### config.mk
export PLATFORM = sky130hd
export DESIGN_NAME = target_counter_seven_segment
export DESIGN_NICKNAME = d
export VERILOG_FILES = /design/src/rtl/tcss_pkg.sv /design/src/rtl/tcss_core.sv /design/src/rtl/target_counter_seven_segment.sv
export VERILOG_INCLUDE_DIRS = /design/src /design/src/rtl
export SDC_FILE = /design/constraint.sdc
export NUM_CORES = 1
export LEC_CHECK = 0
export BUFFER_PORTS_ARGS = -buffer_cell sky130_fd_sc_hd__buf_4
export CAP_MARGIN = 20
export CORE_UTILIZATION = 45
export DETAILED_ROUTE_END_ITERATION = 10
export PLACE_DENSITY = 0.68
export SLEW_MARGIN = 30
export SYNTH_ARGS = -nofsm -noshare
export SYNTH_HDL_FRONTEND = slang
export SYNTH_SLANG_ARGS = --single-unit
### constraint.sdc
create_clock -name clk -period 10.25 [get_ports clk]
set_input_delay 1.025 -clock clk [delete_from_list [all_inputs] [get_ports clk]]
set_output_delay 1.025 -clock clk [all_outputs]
set_load 0.02 [all_outputs]
### src/rtl/target_counter_seven_segment_defines.svh
// ---------------------------------------------------------------------------
// Target counter seven segment: assertion macros
// Shared concurrent assertion forms, clocked on clk, disabled in reset.
// ---------------------------------------------------------------------------
`ifndef TARGET_COUNTER_SEVEN_SEGMENT_DEFINES_SVH
`define TARGET_COUNTER_SEVEN_SEGMENT_DEFINES_SVH

// Same-cycle implication
`define TCSS_ASSERT_IMP(label, ante, cons) \
    label: assert property (@(posedge clk) disable iff (!rst_n) (ante) |-> (cons)) \
        else $error("tcss same-cycle check failed");

// Next-cycle implication
`define TCSS_ASSERT_NEXT(label, ante, cons) \
    label: assert property (@(posedge clk) disable iff (!rst_n) (ante) |=> (cons)) \
        else $error("tcss next-cycle check failed");

`endif

### src/rtl/tcss_pkg.sv
// ---------------------------------------------------------------------------
// tcss_pkg
// Types, constants and digit helpers for the target counter display.
// ---------------------------------------------------------------------------
package tcss_pkg;

    localparam int SEG_W      = 7;
    localparam int VALUE_W    = 7;
    localparam int DIGIT_W    = 4;
    localparam int PRESCALE_W = 6;

    typedef logic [SEG_W-1:0]      seg_t;
    typedef logic [VALUE_W-1:0]    value_t;
    typedef logic [DIGIT_W-1:0]    digit_t;
    typedef logic [PRESCALE_W-1:0] prescale_t;

    localparam value_t    VALUE_MAX         = 7'd99;
    localparam prescale_t TICK_DIVIDE_RESET = 6'd5;

    // divide by ten as multiply by 205, shift by 11 (exact below 1029)
    localparam logic [7:0] DIV10_MUL   = 8'd205;
    localparam int         DIV10_SHIFT = 11;
    localparam int         PROD_W      = VALUE_W + 8;

    // one pass worth of display data
    typedef struct packed {
        seg_t units_seg;
        seg_t tens_seg;
        logic lamp;
        logic running;
    } pass_result_t;

    // segment pattern, bit0 = a .. bit6 = g
    function automatic seg_t seg_of(digit_t d);
        seg_t s;
        unique case (d)
            4'd0:    s = 7'h3F;
            4'd1:    s = 7'h06;
            4'd2:    s = 7'h5B;
            4'd3:    s = 7'h4F;
            4'd4:    s = 7'h66;
            4'd5:    s = 7'h6D;
            4'd6:    s = 7'h7C;
            4'd7:    s = 7'h07;
            4'd8:    s = 7'h7F;
            4'd9:    s = 7'h67;
            default: s = 7'h3F;
        endcase
        return s;
    endfunction

    function automatic digit_t tens_of(value_t v);
        logic [PROD_W-1:0] prod;
        prod = PROD_W'(v) * PROD_W'(DIV10_MUL);
        return prod[DIV10_SHIFT +: DIGIT_W];
    endfunction

    // tens times ten as tens times eight plus tens times two
    function automatic digit_t units_of(value_t v, digit_t tens);
        value_t tens_x10;
        tens_x10 = {tens, 3'b000} + {2'b00, tens, 1'b0};
        return DIGIT_W'(v - tens_x10);
    endfunction

endpackage

### src/rtl/tcss_core.sv
// ---------------------------------------------------------------------------
// tcss_core
// Target/count state, prescaler and digit decode for one loop pass.
// ---------------------------------------------------------------------------
module tcss_core
(
    input  logic                         clk,
    input  logic                         rst_n,
    input  logic                         cfg_write,
    input  logic [5:0]                   cfg_data,
    input  logic                         step,
    input  logic                         up,
    input  logic                         down,
    input  logic                         start,
    output tcss_pkg::pass_result_t       result
);

    tcss_pkg::prescale_t tick_divide_reg;
    tcss_pkg::value_t    target_reg, target_next;
    tcss_pkg::value_t    count_reg, count_next;
    tcss_pkg::prescale_t prescale_reg, prescale_next;
    logic                run_reg, run_next;
    logic                lamp_reg, lamp_next;

    tcss_pkg::value_t    target_up, target_dn, count_s, shown, shown_clamp;
    tcss_pkg::digit_t    tens_digit, units_digit;
    logic                run_s, lamp_s, fire;

    // target adjust, start, counting step
    always_comb
    begin
        target_up = (up && (target_reg < tcss_pkg::VALUE_MAX)) ? target_reg + 7'd1 : target_reg;
        target_dn = (down && (target_up != '0)) ? target_up - 7'd1 : target_up;
        count_s   = start ? '0 : count_reg;
        run_s     = start | run_reg;
        lamp_s    = start ? 1'b0 : lamp_reg;
        fire      = prescale_reg >= tick_divide_reg;

        target_next   = target_dn;
        count_next    = count_s;
        prescale_next = prescale_reg;
        run_next      = run_s;
        lamp_next     = lamp_s;
        shown         = target_dn;

        if (run_s)
        begin
            if (fire)
            begin
                count_next = (count_s >= tcss_pkg::VALUE_MAX) ? '0 : count_s + 7'd1;
            end
            prescale_next = (fire ? '0 : prescale_reg) + 6'd1;
            shown         = count_next;
            if (count_next == target_dn)
            begin
                run_next    = 1'b0;
                target_next = '0;
                lamp_next   = 1'b1;
            end
        end
    end

    // digit split and segment decode
    always_comb
    begin
        shown_clamp = (shown > tcss_pkg::VALUE_MAX) ? tcss_pkg::VALUE_MAX : shown;
        tens_digit  = tcss_pkg::tens_of(shown_clamp);
        units_digit = tcss_pkg::units_of(shown_clamp, tens_digit);
        result.units_seg = tcss_pkg::seg_of(units_digit);
        result.tens_seg  = tcss_pkg::seg_of(tens_digit);
        result.lamp      = lamp_next;
        result.running   = run_next;
    end

    // configuration register
    always_ff @(posedge clk or negedge rst_n)
    begin
        if (!rst_n)
        begin
            tick_divide_reg <= tcss_pkg::TICK_DIVIDE_RESET;
        end
        else if (cfg_write)
        begin
            tick_divide_reg <= cfg_data;
        end
    end

    // state, updated once per pass
    always_ff @(posedge clk or negedge rst_n)
    begin
        if (!rst_n)
        begin
            target_reg   <= '0;
            count_reg    <= '0;
            prescale_reg <= '0;
            run_reg      <= 1'b0;
            lamp_reg     <= 1'b0;
        end
        else if (step)
        begin
            target_reg   <= target_next;
            count_reg    <= count_next;
            prescale_reg <= prescale_next;
            run_reg      <= run_next;
            lamp_reg     <= lamp_next;
        end
    end

endmodule

### src/rtl/target_counter_seven_segment.sv
// An accepted item waits in the input register until the result register is
//   free; its units result then shows, its tens one output transfer later.
// Each item puts two results on the output channel, which out_stall can hold;
//   the input register takes the next item meanwhile.
// Reset: asynchronous active low; target, count, prescaler, run and lamp clear,
//   tick_divide returns to 5, both channels empty.
// ---------------------------------------------------------------------------
// target_counter_seven_segment
// Two-digit target counter; each item is one loop pass, results are the
// units then tens seven-segment patterns.
// ---------------------------------------------------------------------------
`include "target_counter_seven_segment_defines.svh"

module target_counter_seven_segment
(
    input  logic       clk,
    input  logic       rst_n,
    // configuration
    input  logic       cfg_write,
    input  logic [5:0] cfg_data,
    // input channel
    input  logic       in_valid,
    output logic       in_stall,
    input  logic       up_press,
    input  logic       down_press,
    input  logic       start_press,
    // output channel
    output logic       out_valid,
    input  logic       out_stall,
    output logic [6:0] segments,
    output logic       digit_tens,
    output logic       last,
    output logic       lamp,
    output logic       running
);

    logic in_vld_reg, in_vld_next;
    logic up_reg, down_reg, start_reg;
    logic pass_vld_reg, pass_vld_next;
    logic half_reg, half_next;
    tcss_pkg::pass_result_t pass_reg, result;

    logic in_fire, out_fire, pass_free, load;

    // handshake control
    assign out_fire  = pass_vld_reg && !out_stall;
    assign pass_free = !pass_vld_reg || (out_fire && half_reg);
    assign load      = in_vld_reg && pass_free;
    assign in_stall  = in_vld_reg && !load;
    assign in_fire   = in_valid && !in_stall;

    always_comb
    begin
        in_vld_next   = in_fire || (in_vld_reg && !load);
        pass_vld_next = pass_vld_reg;
        half_next     = half_reg;
        if (load)
        begin
            pass_vld_next = 1'b1;
            half_next     = 1'b0;
        end
        else if (out_fire)
        begin
            pass_vld_next = !half_reg;
            half_next     = 1'b1;
        end
    end

    // pass logic, runs when the item moves into the result register
    tcss_core u_core
    (
        .clk       (clk),
        .rst_n     (rst_n),
        .cfg_write (cfg_write),
        .cfg_data  (cfg_data),
        .step      (load),
        .up        (up_reg),
        .down      (down_reg),
        .start     (start_reg),
        .result    (result)
    );

    // control registers
    always_ff @(posedge clk or negedge rst_n)
    begin
        if (!rst_n)
        begin
            in_vld_reg   <= 1'b0;
            pass_vld_reg <= 1'b0;
            half_reg     <= 1'b0;
        end
        else
        begin
            in_vld_reg   <= in_vld_next;
            pass_vld_reg <= pass_vld_next;
            half_reg     <= half_next;
        end
    end

    // payload registers
    always_ff @(posedge clk)
    begin
        if (in_fire)
        begin
            up_reg    <= up_press;
            down_reg  <= down_press;
            start_reg <= start_press;
        end
        if (load)
        begin
            pass_reg <= result;
        end
    end

    // result outputs: units first, then tens
    assign out_valid  = pass_vld_reg;
    assign segments   = half_reg ? pass_reg.tens_seg : pass_reg.units_seg;
    assign digit_tens = half_reg;
    assign last       = half_reg;
    assign lamp       = pass_reg.lamp;
    assign running    = pass_reg.running;

    // checks
    `TCSS_ASSERT_NEXT(a_tens_follows_units, out_fire && !last, out_valid && last)
    `TCSS_ASSERT_NEXT(a_new_pass_starts_units, out_fire && last, !out_valid || !last)
    `TCSS_ASSERT_IMP(a_lamp_run_exclusive, out_valid, !(lamp && running))
    `TCSS_ASSERT_IMP(a_load_needs_item, load, in_vld_reg && (!pass_vld_reg || half_reg))

endmodule

==> impl_results.html <==
<table>
<tr><th>Metric</th><th>Value</th></tr>
<tr><th colspan="2">GRT</th></tr>
<tr><td>Number of global-route vias before repair</td><td>~3500</td></tr>
<tr><td>Largest net degree at the start of global routing</td><td>32</td></tr>
<tr><td>Tot GR Track Use</td><td>roughly 20%</td></tr>
<tr><td>Wire length of the first global-routing pass</td><td>between 15 and 20 mm</td></tr>
<tr><td>Antenna violations before repair</td><td>0</td></tr>
<tr><td>Gr ovfl total</td><td>0</td></tr>
<tr><th colspan="2">Synthesis</th></tr>
<tr><td>Combinational family with the most area after synthesis</td><td>compound AO/OA/AOI/OAI gates</td></tr>
<tr><td>Sequential fraction of the synthesis area</td><td>between 20% and 30%</td></tr>
<tr><td>Distinct cell type count of the synthesized netlist</td><td>about 80</td></tr>
<tr><td>Area share of xor/xnor cells in the synthesized design</td><td>roughly 4.2%</td></tr>
<tr><td>Mux share of post-synthesis cell area</td><td>4.068%</td></tr>
<tr><td>Compound-Gate Fraction of Synth Area</td><td>19.54%</td></tr>
<tr><td>Post-synthesis net count</td><td>approximately 570</td></tr>
<tr><td>Mapped Area</td><td>0.004552 mm²</td></tr>
<tr><td>Simple-gate share of the synthesized area</td><td>a little under a fifth</td></tr>
<tr><td>Top flip-flop cell by instance count after synthesis</td><td>sky130_fd_sc_hd__dfrtp_1</td></tr>
<tr><td>Post-synthesis adder-cell area fraction</td><td>18.36%</td></tr>
<tr><td>Instance count of the mapped netlist</td><td>490</td></tr>
<tr><td>Number of synthesized register bits</td><td>50</td></tr>
<tr><td>Yosys warns</td><td>0</td></tr>
<tr><td>Mean Syn Cell Area</td><td>between 9 and 10 µm²</td></tr>
<tr><td>Async set-or-reset flop fraction in the synthesized netlist</td><td>between 60 and 70%</td></tr>
<tr><td>Number of synthesized flops with an enable pin</td><td>19</td></tr>
<tr><th colspan="2">Setup path</th></tr>
<tr><td>Worst endpoint required time</td><td>just over 10 ns</td></tr>
<tr><td>Cell class contributing the biggest share of worst-path delay</td><td>compound AO/OA/AOI/OAI gates</td></tr>
<tr><td>Slowest cell on crit path</td><td>sky130_fd_sc_hd__nor4_1</td></tr>
<tr><td>Max Fanout on Critical Path</td><td>14</td></tr>
<tr><td>Most frequent cell on the critical path</td><td>sky130_fd_sc_hd__ha_1</td></tr>
<tr><td>Crit start category</td><td>flip-flop</td></tr>
<tr><td>Maximum single-stage delay on the critical path</td><td>0.64 ns</td></tr>
<tr><td>Critical Setup Path Class</td><td>flip-flop to flip-flop</td></tr>
<tr><td>CP bufs+invs</td><td>1</td></tr>
<tr><td>Endpoint type of the worst setup path</td><td>flip-flop</td></tr>
<tr><td>Worst endpoint data arrival time</td><td>~9 ns</td></tr>
<tr><th colspan="2">Final layout</th></tr>
<tr><td>Signed area change from the synthesized netlist to the final layout</td><td>8.521%</td></tr>
<tr><td>Layout cells sized above 1</td><td>between 10% and 20%</td></tr>
<tr><td>Max FFs per register</td><td>14</td></tr>
<tr><td>Final Core Density</td><td>around 51%</td></tr>
<tr><td>Fin nets</td><td>583</td></tr>
<tr><td>Inserted Diodes</td><td>0</td></tr>
<tr><th colspan="2">Floorplan</th></tr>
<tr><td>Total I/O pin count</td><td>27</td></tr>
<tr><td>Number of cell rows</td><td>36</td></tr>
<tr><td>Die Y</td><td>102.6 µm</td></tr>
<tr><td>Area of the die</td><td>about 0.011 mm²</td></tr>
<tr><td>CORE AREA</td><td>~0.01 mm²</td></tr>
<tr><td>Width of the die</td><td>a little over 100 µm</td></tr>
<tr><td>Starting density of the core</td><td>between 40% and 50%</td></tr>
<tr><th colspan="2">Detailed routing</th></tr>
<tr><td>DRT Wirelength</td><td>9.904 mm</td></tr>
<tr><td>Vias per std cell</td><td>roughly 5.7</td></tr>
<tr><td>Number of vias in the routed layout</td><td>3646</td></tr>
<tr><td>First-pass iteration count of the detailed router</td><td>4</td></tr>
<tr><td>DR DRC count</td><td>0</td></tr>
<tr><td>Average detailed-routed wire length per instance</td><td>approximately 15 µm</td></tr>
<tr><td>Count of antenna-violating nets left after detailed routing</td><td>0</td></tr>
<tr><td>Number of DRC markers in iteration 0</td><td>around 130</td></tr>
<tr><th colspan="2">CTS</th></tr>
<tr><td>CTS Buf Count</td><td>5</td></tr>
<tr><td>Clock tree from TritonCTS</td><td>yes</td></tr>
<tr><td>Buffers from clock root to sink, at most</td><td>2</td></tr>
<tr><td>Clk pin slew, worst setup/hold paths</td><td>~0.1 ns</td></tr>
<tr><td>Hold-fix buffers, CTS</td><td>0</td></tr>
<tr><td>Clock latency on the worst-skew pair</td><td>roughly 0.31 ns</td></tr>
<tr><td>Clk sinks</td><td>50</td></tr>
<tr><td>H-tree level count</td><td>2</td></tr>
<tr><td>Post-CTS repair timing setup buffer count</td><td>0</td></tr>
<tr><td>Clock Root Buffer</td><td>sky130_fd_sc_hd__clkbuf_8</td></tr>
<tr><td>Quantity of gates resized following cts</td><td>0</td></tr>
<tr><th colspan="2">Pwr</th></tr>
<tr><td>Total power per unit cell area</td><td>roughly 230 mW/mm²</td></tr>
<tr><td>Worst vdd rail ir drop</td><td>roughly 0.12 mV</td></tr>
<tr><td>Leakage Power</td><td>roughly 2.2 nW</td></tr>
<tr><td>Power, Total</td><td>between 1 and 1.5 mW</td></tr>
<tr><th colspan="2">Place</th></tr>
<tr><td>Setup slack at placement</td><td>1.561 ns</td></tr>
<tr><td>I/O Buffers</td><td>26</td></tr>
<tr><td>Placer's final routability congestion estimate</td><td>roughly 0.85</td></tr>
<tr><td>Half-perimeter wire length after placement</td><td>about 7.8 mm</td></tr>
<tr><th colspan="2">Timing</th></tr>
<tr><td>Number of max-slew violations in the final report</td><td>0</td></tr>
<tr><td>Final hold violation count</td><td>0</td></tr>
<tr><td>Min Clock Period, post-route</td><td>8.751 ns</td></tr>
<tr><td>Total negative slack</td><td>0 ns</td></tr>
<tr><td>Final-report setup violation count</td><td>0</td></tr>
<tr><td>Period utilization</td><td>a little under nine tenths</td></tr>
<tr><td>Post-Route Skew</td><td>roughly 0.013 ns</td></tr>
<tr><td>Fmax achieved</td><td>114.3 MHz</td></tr>
<tr><td>Minimum setup slack in the final design</td><td>roughly 1.5 ns</td></tr>
<tr><td>Slew HR</td><td>between 40% and 50%</td></tr>
<tr><td>Worst hold margin</td><td>about 0.5 ns</td></tr>
<tr><td>Least-Margin Pin Slew</td><td>about 0.88 ns</td></tr>
<tr><td>Setup repair after global routing missed its margin</td><td>no</td></tr>
<tr><th colspan="2">Status</th></tr>
<tr><td>Status</td><td>finished, final reports clean</td></tr>
<tr><th colspan="2">Min path</th></tr>
<tr><td>Min-Delay Path Class</td><td>flip-flop to flip-flop</td></tr>
<tr><th colspan="2">Flow run</th></tr>
<tr><td>Max Cap Viol</td><td>0</td></tr>
</table>
==> cell usage in the layout, fill, tap and decap left out, types with 3 or more instances in the layout <==
master                     instances
sky130_fd_sc_hd__buf_4            27
sky130_fd_sc_hd__o221ai_1          3
sky130_fd_sc_hd__o22ai_1           3
sky130_fd_sc_hd__o31a_1            3
sky130_fd_sc_hd__dfrtp_1          29
sky130_fd_sc_hd__nand4_1           4
sky130_fd_sc_hd__xor2_1            7
sky130_fd_sc_hd__edfxtp_1         19
sky130_fd_sc_hd__nand3_1          10
sky130_fd_sc_hd__xnor2_1          12
sky130_fd_sc_hd__nand2b_1          4
sky130_fd_sc_hd__fa_1              8
sky130_fd_sc_hd__and2_1            7
sky130_fd_sc_hd__o31ai_1           5
sky130_fd_sc_hd__ha_1             54
sky130_fd_sc_hd__or4b_2            3
sky130_fd_sc_hd__mux2i_1           5
sky130_fd_sc_hd__o21ai_0          27
sky130_fd_sc_hd__a21oi_1          14
sky130_fd_sc_hd__and3_1            7
sky130_fd_sc_hd__a31oi_1           6
sky130_fd_sc_hd__nor3_1            7
sky130_fd_sc_hd__nor2_1           24
sky130_fd_sc_hd__clkbuf_8          5
sky130_fd_sc_hd__nand2_1          58
sky130_fd_sc_hd__or3_1             6
sky130_fd_sc_hd__or2_2             5
sky130_fd_sc_hd__nor4_1            7
sky130_fd_sc_hd__nor2b_1           8
sky130_fd_sc_hd__a211oi_1          4
sky130_fd_sc_hd__inv_1            40
sky130_fd_sc_hd__and4_1            3
sky130_fd_sc_hd__a21o_1            9
sky130_fd_sc_hd__mux2_2           12
==> final timing paths <==
kind                       slack (ns)                                     to                             start  depth (start not counted)
hold reg to reg                  0.51            u_core.lamp_reg$_DFFE_PN0P_       u_core.lamp_reg$_DFFE_PN0P_                          1
setup / recovery                 1.50                 pass_reg[15]$_DFFE_PP_  u_core.target_reg[3]$_DFFE_PN0P_                         29
max in group asynchronous        9.27  u_core.tick_divide_reg[0]$_DFFE_PN1P_                             rst_n                          1
setup reg to reg                 1.50                 pass_reg[15]$_DFFE_PP_  u_core.target_reg[3]$_DFFE_PN0P_                         29
min in group asynchronous        0.65       u_core.target_reg[1]$_DFFE_PN0P_                             rst_n                          1
hold / removal                   0.51            u_core.lamp_reg$_DFFE_PN0P_       u_core.lamp_reg$_DFFE_PN0P_                          1
==> area by class of cell <==
cell class | instances | area, µm²
clock buffers | 5 | 68.82
clock inverters | 3 | 22.52
fillers | 910 | 4835
inverters | 44 | 167.7
multi-input cells | 379 | 2963
flip-flops and latches | 50 | 1349
well taps | 133 | 166.4
repair buffers | 27 | 202.7
==> power by group <==
group          internal, mW  switching [mW]  leakage [nW]
registers             0.275          0.0665         0.542
logic                 0.281           0.406          1.64
clock network        0.0492          0.0710        0.0451
==> synthesized netlist by cell type, types with 9 or more instances <==
library cell               count  area (µm²)
sky130_fd_sc_hd__nand3_1      10       50.05
sky130_fd_sc_hd__clkbuf_1     12       45.04
sky130_fd_sc_hd__inv_1        40       150.1
sky130_fd_sc_hd__edfxtp_1     19       570.6
sky130_fd_sc_hd__mux2_2       12       135.1
sky130_fd_sc_hd__dfrtp_1      29       725.7
sky130_fd_sc_hd__a21o_1        9       67.56
sky130_fd_sc_hd__o21ai_0      27       135.1
sky130_fd_sc_hd__ha_1         54       675.7
sky130_fd_sc_hd__nor2_1       24       90.09
sky130_fd_sc_hd__a21oi_1      14       70.07
sky130_fd_sc_hd__xnor2_1      12       105.1
sky130_fd_sc_hd__nand2_1      58       217.7
==> through the flow <==
| step | instance area (µm²) | cells |
|---|---|---|
| 2_1_floorplan | 4552 | 490 |
| 3_3_place_gp | 4843 | 633 |
| 3_5_place_dp | 4843 | 633 |
| 4_1_cts | 4935 | 641 |
| 5_1_grt | 4940 | 641 |
| 6_report | 4940 | 641 |
==> cell families (layout without fill, tap and decap cells) <==
group           count (synthesis)  after routing
flops                          50             50
compound gates                115            115
fa+ha+maj                      62             62
xor+xnor                       20             20
mux                            17             17
simple gates                  165            165
buf+inv                        61             79
==> routing by layer <==
metal / track usage (%) / routed length (µm)
met5: 0 / 0
met3: 2.576 / 243
met4: 3.956 / 111
met2: 34.72 / 4893
met1: 26.82 / 4655
No activity file was read; power rests on OpenSTA's default activity.
